File: src/hdl/lkvc_pkg.sv
// ----------------------------------------------------------------------------
// lkvc_pkg
// shared word types and constants of the lru key-value cache
// ----------------------------------------------------------------------------
package lkvc_pkg;

  localparam int KEY_W = 31;
  localparam int VAL_W = 32;
  localparam int CAP_W = 5;

  // operation codes
  localparam logic OP_GET = 1'b0;
  localparam logic OP_SET = 1'b1;

  // value answered by a get that misses
  localparam logic signed [VAL_W-1:0] MISS_VALUE = -32'sd1;

  // capacity after reset
  localparam logic [CAP_W-1:0] CAP_RESET = 5'd16;

  typedef struct packed {
    logic                    opcode;
    logic [KEY_W-1:0]        key;
    logic signed [VAL_W-1:0] store_value;
  } in_word_t;

  typedef struct packed {
    logic                    hit;
    logic signed [VAL_W-1:0] read_value;
  } out_word_t;

endpackage

File: src/hdl/lkvc_ram.sv
// ----------------------------------------------------------------------------
// lkvc_ram
// generic simple dual-port ram, one write and one registered read port
// ----------------------------------------------------------------------------
module lkvc_ram #(
  parameter int WIDTH = 8,
  parameter int DEPTH = 16
) (
  input  logic                                         clk,
  input  logic                                         wr_en,
  input  logic [((DEPTH > 1) ? $clog2(DEPTH) : 1)-1:0] wr_addr,
  input  logic [WIDTH-1:0]                             wr_data,
  input  logic                                         rd_en,
  input  logic [((DEPTH > 1) ? $clog2(DEPTH) : 1)-1:0] rd_addr,
  output logic [WIDTH-1:0]                             rd_data
);

  logic [WIDTH-1:0] mem [DEPTH];

  always_ff @(posedge clk) begin
    if (wr_en) begin
      mem[wr_addr] <= wr_data;
    end
    if (rd_en) begin
      rd_data <= mem[rd_addr];
    end
  end

endmodule

File: src/hdl/lru_key_value_cache.sv
// ----------------------------------------------------------------------------
// lru_key_value_cache
// fully associative key-value store with least-recently-used replacement
// ----------------------------------------------------------------------------
// flow: a get result is registered in S_DECIDE once the scan pass has read every
//   entry; a new request is taken only in S_IDLE, after the scan and, on a hit
//   or a set insert, the recency pass, so requests do not overlap; both passes
//   share the single ram read port and walk it one entry a cycle
// reset: synchronous, valid flags and entry count cleared at once, capacity
//   back to 16; key, value and rank ram contents are not cleared
// ----------------------------------------------------------------------------
module lru_key_value_cache #(
  parameter int ENTRIES = 16
) (
  input  logic                     clk,
  input  logic                     rst,
  // request channel
  input  logic                     in_valid,
  output logic                     in_stall,
  input  lkvc_pkg::in_word_t       in_data,
  // result channel
  output logic                     out_valid,
  input  logic                     out_stall,
  output lkvc_pkg::out_word_t      out_data,
  // capacity register write channel
  input  logic                     cfg_valid,
  output logic                     cfg_ready,
  input  logic [lkvc_pkg::CAP_W-1:0] cfg_data
);

  import lkvc_pkg::*;

  localparam int IW = (ENTRIES > 1) ? $clog2(ENTRIES) : 1;   // slot index
  localparam int RW = IW;                                     // recency rank
  localparam int CW = $clog2(ENTRIES + 1);                    // entry count
  localparam int MW = (CW > CAP_W) ? CW : CAP_W;              // compare width
  localparam int WW = KEY_W + VAL_W + RW;                     // ram word
  localparam logic [IW-1:0] LAST = IW'(ENTRIES - 1);
  localparam logic [MW-1:0] CAP_MAX = MW'(ENTRIES);

  // controller states
  localparam logic [1:0] S_IDLE   = 2'd0;
  localparam logic [1:0] S_SCAN   = 2'd1;
  localparam logic [1:0] S_DECIDE = 2'd2;
  localparam logic [1:0] S_UPDATE = 2'd3;

  logic [1:0]         state;
  logic [CAP_W-1:0]   capacity;
  logic [ENTRIES-1:0] valid;
  logic [CW-1:0]      count;

  // latched request
  logic               op;
  logic [KEY_W-1:0]   req_key;
  logic [VAL_W-1:0]   req_val;

  // ram walk: read issue and the compare slot in the cycle after it
  logic               issue;
  logic [IW-1:0]      rd_idx;
  logic               chk_en;
  logic [IW-1:0]      chk_idx;

  // search results gathered over the first pass
  logic               hit_f;
  logic [IW-1:0]      hit_idx;
  logic [VAL_W-1:0]   hit_val;
  logic [RW-1:0]      hit_rank;
  logic               best_f;
  logic [IW-1:0]      best_idx;
  logic [RW-1:0]      best_rank;
  logic               free_f;
  logic [IW-1:0]      free_idx;

  // recency pass control
  logic               ins_mode;  // insert: every other valid entry ages
  logic [IW-1:0]      tgt;       // slot made most recent

  // ram ports
  logic               wr_en;
  logic [WW-1:0]      wr_data;
  logic [WW-1:0]      rd_data;
  logic [KEY_W-1:0]   rd_key;
  logic [VAL_W-1:0]   rd_val;
  logic [RW-1:0]      rd_rank;
  logic               rd_vld;

  // decision terms
  logic [MW-1:0]      cap_eff;
  logic               evict;
  logic [IW-1:0]      slot;
  logic               out_free;
  logic               take;

  assign rd_key  = rd_data[WW-1 -: KEY_W];
  assign rd_val  = rd_data[RW +: VAL_W];
  assign rd_rank = rd_data[RW-1:0];
  assign rd_vld  = valid[chk_idx];

  assign in_stall  = (state != S_IDLE);
  assign cfg_ready = 1'b1;
  assign take      = in_valid && !in_stall;
  assign out_free  = !out_valid || !out_stall;

  // capacity above the number of slots behaves as a full cache
  assign cap_eff = (MW'(capacity) > CAP_MAX) ? CAP_MAX : MW'(capacity);
  assign evict   = (MW'(count) >= cap_eff);
  // the lowest free slot after the eviction takes the new entry
  assign slot    = (evict && (!free_f || (best_idx < free_idx))) ? best_idx : free_idx;

  // state ram: key, value and rank per slot
  lkvc_ram #(
    .WIDTH (WW),
    .DEPTH (ENTRIES)
  ) u_ram (
    .clk     (clk),
    .wr_en   (wr_en),
    .wr_addr (chk_idx),
    .wr_data (wr_data),
    .rd_en   (issue),
    .rd_addr (rd_idx),
    .rd_data (rd_data)
  );

  // write back during the recency pass, one entry behind the read
  always_comb begin
    wr_en   = (state == S_UPDATE) && chk_en && rd_vld;
    wr_data = rd_data;
    if (chk_idx == tgt) begin
      wr_data = {req_key, ((op == OP_SET) ? req_val : rd_val), {RW{1'b0}}};
    end else if (ins_mode || (rd_rank < hit_rank)) begin
      wr_data = {rd_key, rd_val, rd_rank + 1'b1};
    end
  end

  // capacity register
  always_ff @(posedge clk) begin
    if (rst) begin
      capacity <= CAP_RESET;
    end else if (cfg_valid && cfg_ready) begin
      capacity <= cfg_data;
    end
  end

  // request latch
  always_ff @(posedge clk) begin
    if (take) begin
      op      <= in_data.opcode;
      req_key <= in_data.key;
      req_val <= in_data.store_value;
    end
  end

  // the recency pass runs on a get hit once it is answered, or on any set that hits or inserts
  function automatic logic state_to_update(input logic f_op, input logic f_hit,
                                           input logic [CAP_W-1:0] f_cap,
                                           input logic f_free);
    if (f_op == OP_GET) begin
      return f_hit && f_free;
    end
    return f_hit || (f_cap != '0);
  endfunction

  // ram walk counters, shared by both passes
  always_ff @(posedge clk) begin
    if (rst) begin
      issue  <= 1'b0;
      chk_en <= 1'b0;
    end else begin
      chk_en <= issue;
      if (issue) begin
        if (rd_idx == LAST) begin
          issue <= 1'b0;
        end
      end else if (take || (state == S_DECIDE && state_to_update(op, hit_f, capacity,
                                                                 out_free))) begin
        issue <= 1'b1;
      end
    end
  end

  always_ff @(posedge clk) begin
    if (issue) begin
      rd_idx <= rd_idx + 1'b1;
    end else begin
      rd_idx <= '0;
    end
    chk_idx <= rd_idx;
  end

  // first pass: key match, oldest valid entry, lowest free slot
  always_ff @(posedge clk) begin
    if (take) begin
      hit_f  <= 1'b0;
      best_f <= 1'b0;
      free_f <= 1'b0;
    end else if (state == S_SCAN && chk_en) begin
      if (rd_vld && (rd_key == req_key) && !hit_f) begin
        hit_f    <= 1'b1;
        hit_idx  <= chk_idx;
        hit_val  <= rd_val;
        hit_rank <= rd_rank;
      end
      if (rd_vld && (!best_f || (rd_rank > best_rank))) begin
        best_f    <= 1'b1;
        best_idx  <= chk_idx;
        best_rank <= rd_rank;
      end
      if (!rd_vld && !free_f) begin
        free_f   <= 1'b1;
        free_idx <= chk_idx;
      end
    end
  end

  // controller, valid flags and entry count
  always_ff @(posedge clk) begin
    if (rst) begin
      state <= S_IDLE;
      valid <= '0;
      count <= '0;
    end else begin
      case (state)
        S_IDLE: begin
          if (take) begin
            state <= S_SCAN;
          end
        end
        S_SCAN: begin
          if (chk_en && chk_idx == LAST) begin
            state <= S_DECIDE;
          end
        end
        S_DECIDE: begin
          if (op == OP_GET) begin
            // a get waits here until the result register is free
            if (out_free) begin
              state <= hit_f ? S_UPDATE : S_IDLE;
            end
          end else if (hit_f) begin
            state <= S_UPDATE;
          end else if (capacity == '0) begin
            // set miss with no capacity is dropped
            state <= S_IDLE;
          end else begin
            if (evict) begin
              valid[best_idx] <= 1'b0;
            end else begin
              count <= count + 1'b1;
            end
            valid[slot] <= 1'b1;
            state       <= S_UPDATE;
          end
        end
        S_UPDATE: begin
          if (chk_en && chk_idx == LAST) begin
            state <= S_IDLE;
          end
        end
        default: begin
          state <= S_IDLE;
        end
      endcase
    end
  end

  // recency pass target and mode, fixed for the whole pass
  always_ff @(posedge clk) begin
    if (state == S_DECIDE) begin
      ins_mode <= !hit_f;
      tgt      <= hit_f ? hit_idx : slot;
    end
  end

  // result register parts the output side from the controller
  always_ff @(posedge clk) begin
    if (rst) begin
      out_valid <= 1'b0;
    end else if (state == S_DECIDE && op == OP_GET && out_free) begin
      out_valid <= 1'b1;
    end else if (!out_stall) begin
      out_valid <= 1'b0;
    end
  end

  always_ff @(posedge clk) begin
    if (state == S_DECIDE && op == OP_GET && out_free) begin
      out_data.hit        <= hit_f;
      out_data.read_value <= hit_f ? hit_val : MISS_VALUE;
    end
  end

endmodule
File: config.mk
export PLATFORM = sky130hd
export DESIGN_NAME = lru_key_value_cache
export DESIGN_NICKNAME = d
export VERILOG_FILES = /design/src/hdl/lkvc_pkg.sv /design/src/hdl/lkvc_ram.sv /design/src/hdl/lru_key_value_cache.sv
export SDC_FILE = /design/constraint.sdc
export NUM_CORES = 1
export LEC_CHECK = 0
export ABC_AREA = 1
export ABC_CLOCK_PERIOD_IN_PS = 14700
export BUFFER_PORTS_ARGS = -buffer_cell sky130_fd_sc_hd__buf_2
export CAP_MARGIN = 10
export CORE_MARGIN = 4
export CORE_UTILIZATION = 45
export CTS_CLUSTER_SIZE = 28
export DETAILED_ROUTE_END_ITERATION = 6
export PLACE_DENSITY_LB_ADDON = 0.25
export RECOVER_POWER = 25
export SYNTH_ARGS = -nofsm -noshare
export SYNTH_HDL_FRONTEND = slang
export SYNTH_SLANG_ARGS = --single-unit
export TNS_END_PERCENT = 100
File: constraint.sdc
create_clock -name clk -period 14.7 [get_ports clk]
set_input_delay 1.47 -clock clk [delete_from_list [all_inputs] [get_ports clk]]
set_output_delay 1.47 -clock clk [all_outputs]
set_load 0.02 [all_outputs]
==> results of run 1 <==
==> logic make-up (layout without fill, tap and decap cells) <==
family | count (synthesis) | in the layout | synth area share
multiplexers | 139 | 139 | 0.0273
XOR/XNOR | 13 | 13 | 0.00217
flip-flops | 1335 | 1335 | 0.758
adder cells (fa/ha/maj) | 18 | 18 | 0.00430
other | 1 | 1 | 0.0000716
buffers and inverters | 325 | 545 | 0.0285
AND/OR/NAND/NOR | 1202 | 1202 | 0.0933
AO/OA/AOI/OAI | 684 | 684 | 0.0866
==> state kept, by name, indices dropped and copies added (netlist names), 5 cells and up <==
name and cells:
u_ram.mem 1072, u_ram.rd_data 67, out_data 33, hit_val 32, req_val 32, req_key 31, valid 16, capacity 5
count 5
==> through the flow <==
stage,cell area (um^2),hold WS (ns),setup slack (ns),std cells
3_3_place_gp,54500,0.414,10.79,5194
2_1_floorplan,52400,0.326,9.86,3717
6_report,58700,0.427,9.23,5449
3_5_place_dp,54500,0.412,10.81,5194
4_1_cts,58800,0.420,10.78,5448
5_1_grt,58700,0.434,8.86,5449
==> area by class of cell <==
class / count / area, um^2
Fill cell: 9467 / 56300
Sequential cell: 1335 / 39700
Multi-Input combinational cell: 2057 / 11300
Clock buffer: 180 / 3700
Tap cell: 1512 / 1890
Timing Repair Buffer: 185 / 1070
Clock inverter: 74 / 619
Inverter: 106 / 409
==> layer usage <==
| metal | wire length (um) | part of all wire | vias to the layer above | track usage |
|---|---|---|---|---|
| li1 | - | - | 14155 | - |
| met1 | 54800 | 0.43 | 15737 | 0.294 |
| met2 | 61100 | 0.48 | 1202 | 0.333 |
| met3 | 9770 | 0.076 | 196 | 0.0360 |
| met4 | 2620 | 0.020 | 0 | 0.0589 |
| met5 | 0 | 0 | - | 0 |
==> worst max-delay path, delay by kind of cell (launching register included) <==
family / cells / cell delay, ns
flops: 1 / 2.44
buf+inv: 2 / 2.57
compound gates: 1 / 0.33
==> cell usage in the layout, fill, tap and decap left out, types with 40 or more instances in the layout <==
master,synthesis,layout
edfxtp_1,1293,1293
nor2_1,697,682
o21ai_0,330,331
nand2_1,294,297
o32ai_1,161,161
clkbuf_16,0,141
nand3_1,130,131
mux2i_1,107,107
o221ai_1,107,107
buf_2,50,106
inv_1,100,101
clkbuf_1,126,61
buf_4,23,51
dfxtp_1,42,40
==> path summary, 6_finish.rpt <==
kind / start / end / slack [ns] / cells past startpoint
setup / recovery: issue / issue / 9.23 / 3
hold / removal: rd_idx[3] / chk_idx[3] / 0.43 / 0
setup reg to reg: issue / issue / 9.23 / 3
hold reg to reg: rd_idx[3] / chk_idx[3] / 0.43 / 0
==> power by group <==
| group | switching, mW | internal, mW |
|---|---|---|
| Combinational | 0.375 | 0.158 |
| Clock | 1.43 | 1.91 |
| Sequential | 0.0540 | 4.29 |
==> impl_results.md, run 1 <==
- Period minus WS final: 5.47 ns
- Crit-path cells: clkbuf_1, inv_1, a31oi_1
- Share of cells above drive strength 1: 0.110
- DRC: 0
- Final setup TNS: 0 ns
- Share of flip-flops with an asynchronous set or reset: 0
- Setup bufs post-CTS: 0
- Port Buffers: 108
- HPWL Detailed: 63600 um
- Vias per cell: 5.74
- Primary FF master, synth: edfxtp_1
- Fin. max-slew vios: 416
- Routed WL per cell: 23.6 um
- Final layout net count: 3916
- Drt first pass iters: 6
- Die Wd: 349 um
- EDFF count, synth: 1293
- Worst Path Required: 15.35 ns
- Worst-skew pair later-pin latency: 0.76 ns
- Routability congestion estimate: 0.903
- Worst stage delay on the critical path: 2.44 ns
- Mapped Area: 52400 um^2
- Root buf cell: clkbuf_16
- Post-synthesis cell count: 3717
- Pwr dens: 140 nW/um^2
- Slowest cell on crit path: dfxtp_1
- Hold crit path type: reg -> reg
- RSZ-0062 raised after global routing: no
- Initial cell density of the core: 0.455
- Largest net degree at the start of global routing: 254
- Status: finished, violations left
- Routed via count: 31.3k
- Global-route wire length before repair: 190000 um
- Unique masters post-synth: 45
- Leading area contributor after synthesis: edfxtp_1
- Row cnt: 124
- # Max-Cap Violations: 10
- Post-synth top area share: 0.742
- Final hold vios: 0
- Hold Buf Count CTS: 0
- Final Setup Violations: 0
- Inserted Clock Buffers: 139
- Skew final: 0.0306 ns
- Failing checks: capacitance limit, slew limit
- Mean area per synthesized cell: 14.1 um^2
- Lkg Pwr: 19.0 nW
- Area grow syn2layout: 12.1%
- Critical path launch point type: flop
- H-tree Lvls: 4
- Final Power: 8.22 mW
- Post-layout util: 0.510
- CORE AREA: 115000 um^2
- Top cells by count, synth: edfxtp_1 (1293), nor2_1 (697), o21ai_0 (330), nand2_1 (294), o32ai_1 (161)
- Reg clk slew, reported paths: 0.06 ns
- Detailed Route WL: 128000 um
- CP arrival: 6.12 ns
- Crit Path Category: reg -> reg
- Relative slew slack: -1.45
- Overflow after GRT: 0
- Worst-case clock buffer depth: 3
- Ys Warns: 0
- Vias in the first global route: 29.5k
- Drt initial violations: 3479
- Post-DRT Antenna Nets: 0
- Fin crit share: 0.372
- CTS sink cnt: 1335
- CTS resizes: 0
- CP Capture Type: flop
- Synthesized flop and latch total: 1335
- TritonCTS clock tree: done
- Die Span Y: 349 um
- Ports: 110
- Seq/Total Area, Yosys: 0.758
- Initial antenna violation count: 2
- Peak Freq: 183 MHz
- Die area: 122000 um^2
- Count leader, synth: edfxtp_1
- Worst-Margin Slew: 3.67 ns
- # diodes: 0
- Net Count, Synth: 3809
- Worst-path fanout max: 41
- Synth area leaders: edfxtp_1 (74%), nor2_1 (5.0%), o21ai_0 (3.2%)
- Global-route usage over all layers: 0.208
- Worst vdd rail ir drop: 0.000103 V
Note: power is estimated with default switching activity, not from simulation.
==> inputs of run 2 (changes only) <==
Settings changed: ABC_CLOCK_PERIOD_IN_PS 14700 to 5100.
Clock period 14.7 ns to 5.1 ns, I/O delays scaled along.
==> run 2 against run 1 <==
Against the previous run:
- the run still ends with capacitance limit, slew limit left
- critical path type unchanged
- sequential share of layout area down 1.1 points
- first-iteration DRC count down 7.4%
- non-clock buffer count up 86
- critical path depth up 2
- sequential power rose to 2.9 times the previous value
- routed wire length about the same
- count of clock-buffer cells in the layout up 4
- cell area up 1.6%
- combinational power rose to 3.1 times the previous value
- clock skew up 0.0028 ns
- largest power group unchanged
- setup slack worse by 8.3 ns
- highest routed layer is now met5
- global-route usage about the same
==> impl_results.md, run 2 (synthesis gave the netlist of run 1 again) <==
- RSZ-0062 raised after global routing: no (unchanged)
- Die area: 122000 um^2 (unchanged)
- Share of cells above drive strength 1: 0.106 (was 0.110)
- Fin. max-slew vios: 257 (was 416)
- Pwr dens: 399 nW/um^2 (was 140 nW/um^2)
- Peak Freq: 239 MHz (was 183 MHz)
- CP dominant cell by count: nand3_1
- Buffers and inverters on the worst path: 2 (unchanged)
- Vias per cell: 5.68 (was 5.74)
- HPWL Detailed: 69600 um (was 63600 um)
- Critical path depth in cells: 5 (was 3)
- Area grow syn2layout: 13.8% (was 12.1%)
- Global-route wire length before repair: 190000 um (about the same)
- CP delay by family, top: flip-flops (was buffers and inverters)
- # diodes: 0 (unchanged)
- Row cnt: 124 (unchanged)
- Skew final: 0.0334 ns (was 0.0306 ns)
- Vias in the first global route: 29.8k (was 29.5k)
- Largest regs: u_ram.mem (1072), u_ram.rd_data (67), out_data (33) (unchanged)
- TritonCTS clock tree: done (unchanged)
- # Max-Cap Violations: 6 (was 10)
- Worst Setup SP: rd_idx[2] (was issue)
- Hold Buf Count CTS: 67 (was 0)
- Overflow after GRT: 0 (unchanged)
- Routability congestion estimate: 0.903 (about the same)
- Worst-skew pair later-pin latency: 0.75 ns (was 0.76 ns)
- Routed WL per cell: 23.2 um (was 23.6 um)
- Reg clk slew, reported paths: 0.06 ns (about the same)
- Routed via count: 31.4k (was 31.3k)
- Hold crit path type: in -> reg (was reg -> reg)
- H-tree Lvls: 4 (unchanged)
- Final hold vios: 0 (unchanged)
- Post-DRT Antenna Nets: 0 (unchanged)
- Status: finished, violations left (unchanged)
- Hold depth: 3 (was 0)
- Failing checks: capacitance limit, slew limit (unchanged)
- Largest net degree at the start of global routing: 114 (was 254)
- Initial antenna violation count: 2 (unchanged)
- CORE AREA: 115000 um^2 (unchanged)
- Max reg flops: 1072 (unchanged)
- Final Setup Violations: 0 (unchanged)
- Lkg Pwr: 19.3 nW (was 19.0 nW)
- CP arrival: 4.77 ns (was 6.12 ns)
- Register with the most flip-flops: u_ram.mem (unchanged)
- Crit-path cells: inv_2, buf_4, o221ai_1, nand3_1, nand3_1 (was clkbuf_1, inv_1, a31oi_1)
- Reg2reg start: rd_idx[2] (was issue)
- Fin crit share: 0.819 (was 0.372)
- Die Span Y: 349 um (unchanged)
- Final Instance Area: 59600 um^2 (was 58700 um^2)
- Relative slew slack: -1.03 (was -1.45)
- HP Start: cfg_data[2] (was rd_idx[3])
- Setup bufs post-CTS: 0 (unchanged)
- Die Wd: 349 um (unchanged)
- DRC: 0 (unchanged)
- Global-route usage over all layers: 0.207 (was 0.208)
- Drt initial violations: 3223 (was 3479)
- Worst-Margin Slew: 3.05 ns (was 3.67 ns)
- Worst-path fanout max: 48 (was 41)
- Worst stage delay on the critical path: 2.03 ns (was 2.44 ns)
- Root buf cell: clkbuf_16 (unchanged)
- Crit Path Category: reg -> reg (unchanged)
- CTS sink cnt: 1335 (unchanged)
- CTS resizes: 0 (unchanged)
- Slowest cell on crit path: dfxtp_1 (unchanged)
- Port Buffers: 108 (unchanged)
- Most frequent cells in the layout: edfxtp_1 (1293), nor2_1 (681), o21ai_0 (329) (was edfxtp_1 (1293), nor2_1 (682), o21ai_0 (331))
- Worst Path Required: 5.69 ns (was 15.35 ns)
- Most common cell after layout, fill and taps aside: edfxtp_1 (unchanged)
- Dpl cell area: 54800 um^2 (was 54500 um^2)
- Final layout net count: 4003 (was 3916)
- Reg2reg path depth: 5 (was 3)
- Period minus WS final: 4.18 ns (was 5.47 ns)
- Drt first pass iters: 6 (unchanged)
- Initial cell density of the core: 0.455 (unchanged)
- CP Capture Type: flop (unchanged)
- Ports: 110 (unchanged)
- Detailed Route WL: 128000 um (about the same)
- Final setup TNS: 0 ns (unchanged)
- Critical path launch point type: flop (unchanged)
- Inserted Clock Buffers: 140 (was 139)
- Worst vdd rail ir drop: 0.000277 V (was 0.000103 V)
- Worst-case clock buffer depth: 3 (unchanged)
- Fillers: 9478 (was 9467)
run 2: where the power goes:
| group | switching, mW | internal (mW) |
|---|---|---|
| clock | 4.05 | 5.59 |
| sequential | 0.158 | 12.4 |
| combinational | 1.14 | 0.491 |
| total | 5.35 | 18.4 |
run 2: area by class of cell:
class                           instances  area [um^2]  share of cell area
Sequential cell                      1335        39700               0.666
Multi-Input combinational cell       2057        11300               0.190
Clock buffer                          184         3840              0.0644
Timing Repair Buffer                  271         1980              0.0332
Tap cell                             1512         1890              0.0317
Clock inverter                         63          492             0.00825
Inverter                              106          409             0.00687
run 2: tightest hold or removal path, cell delays in order:
cell	delay, ns
buf_2	0.09
o21ai_0	0.07
a21oi_1	0.11
run 2: final timing paths:
path                                          end  slack [ns]
worst max-delay path            u_ram.rd_data[55]        0.92
worst min-delay path                  capacity[2]        0.07
worst max register to register  u_ram.rd_data[55]        0.92
worst min register to register         chk_idx[3]        0.41
run 2: stage by stage:
stage / hold slack (ns) / power, mW / util / instances / worst slack [ns]
floorplan: 0.326 / 13.8 / - / 3717 / 0.514
global placement: 0.404 / 14.3 / 0.476 / 5213 / 1.69
detailed placement: 0.402 / 14.3 / 0.476 / 5213 / 1.75
CTS: 0.0174 / 24.0 / 0.520 / 5527 / 1.70
global route: 0.0684 / 24.6 / 0.518 / 5528 / 0.752
finish: 0.0741 / 23.8 / 0.518 / 5528 / 0.925
run 2: layer usage:
metal  wire [um]  part of all wire  track usage  vias up
met4        3310             0.026       0.0680        2
met1       55300              0.43        0.289    15691
met5          10          0.000078            0        -
met2       60600              0.47        0.332     1198
met3        8960             0.070       0.0378      222
li1            -                 -            -    14305
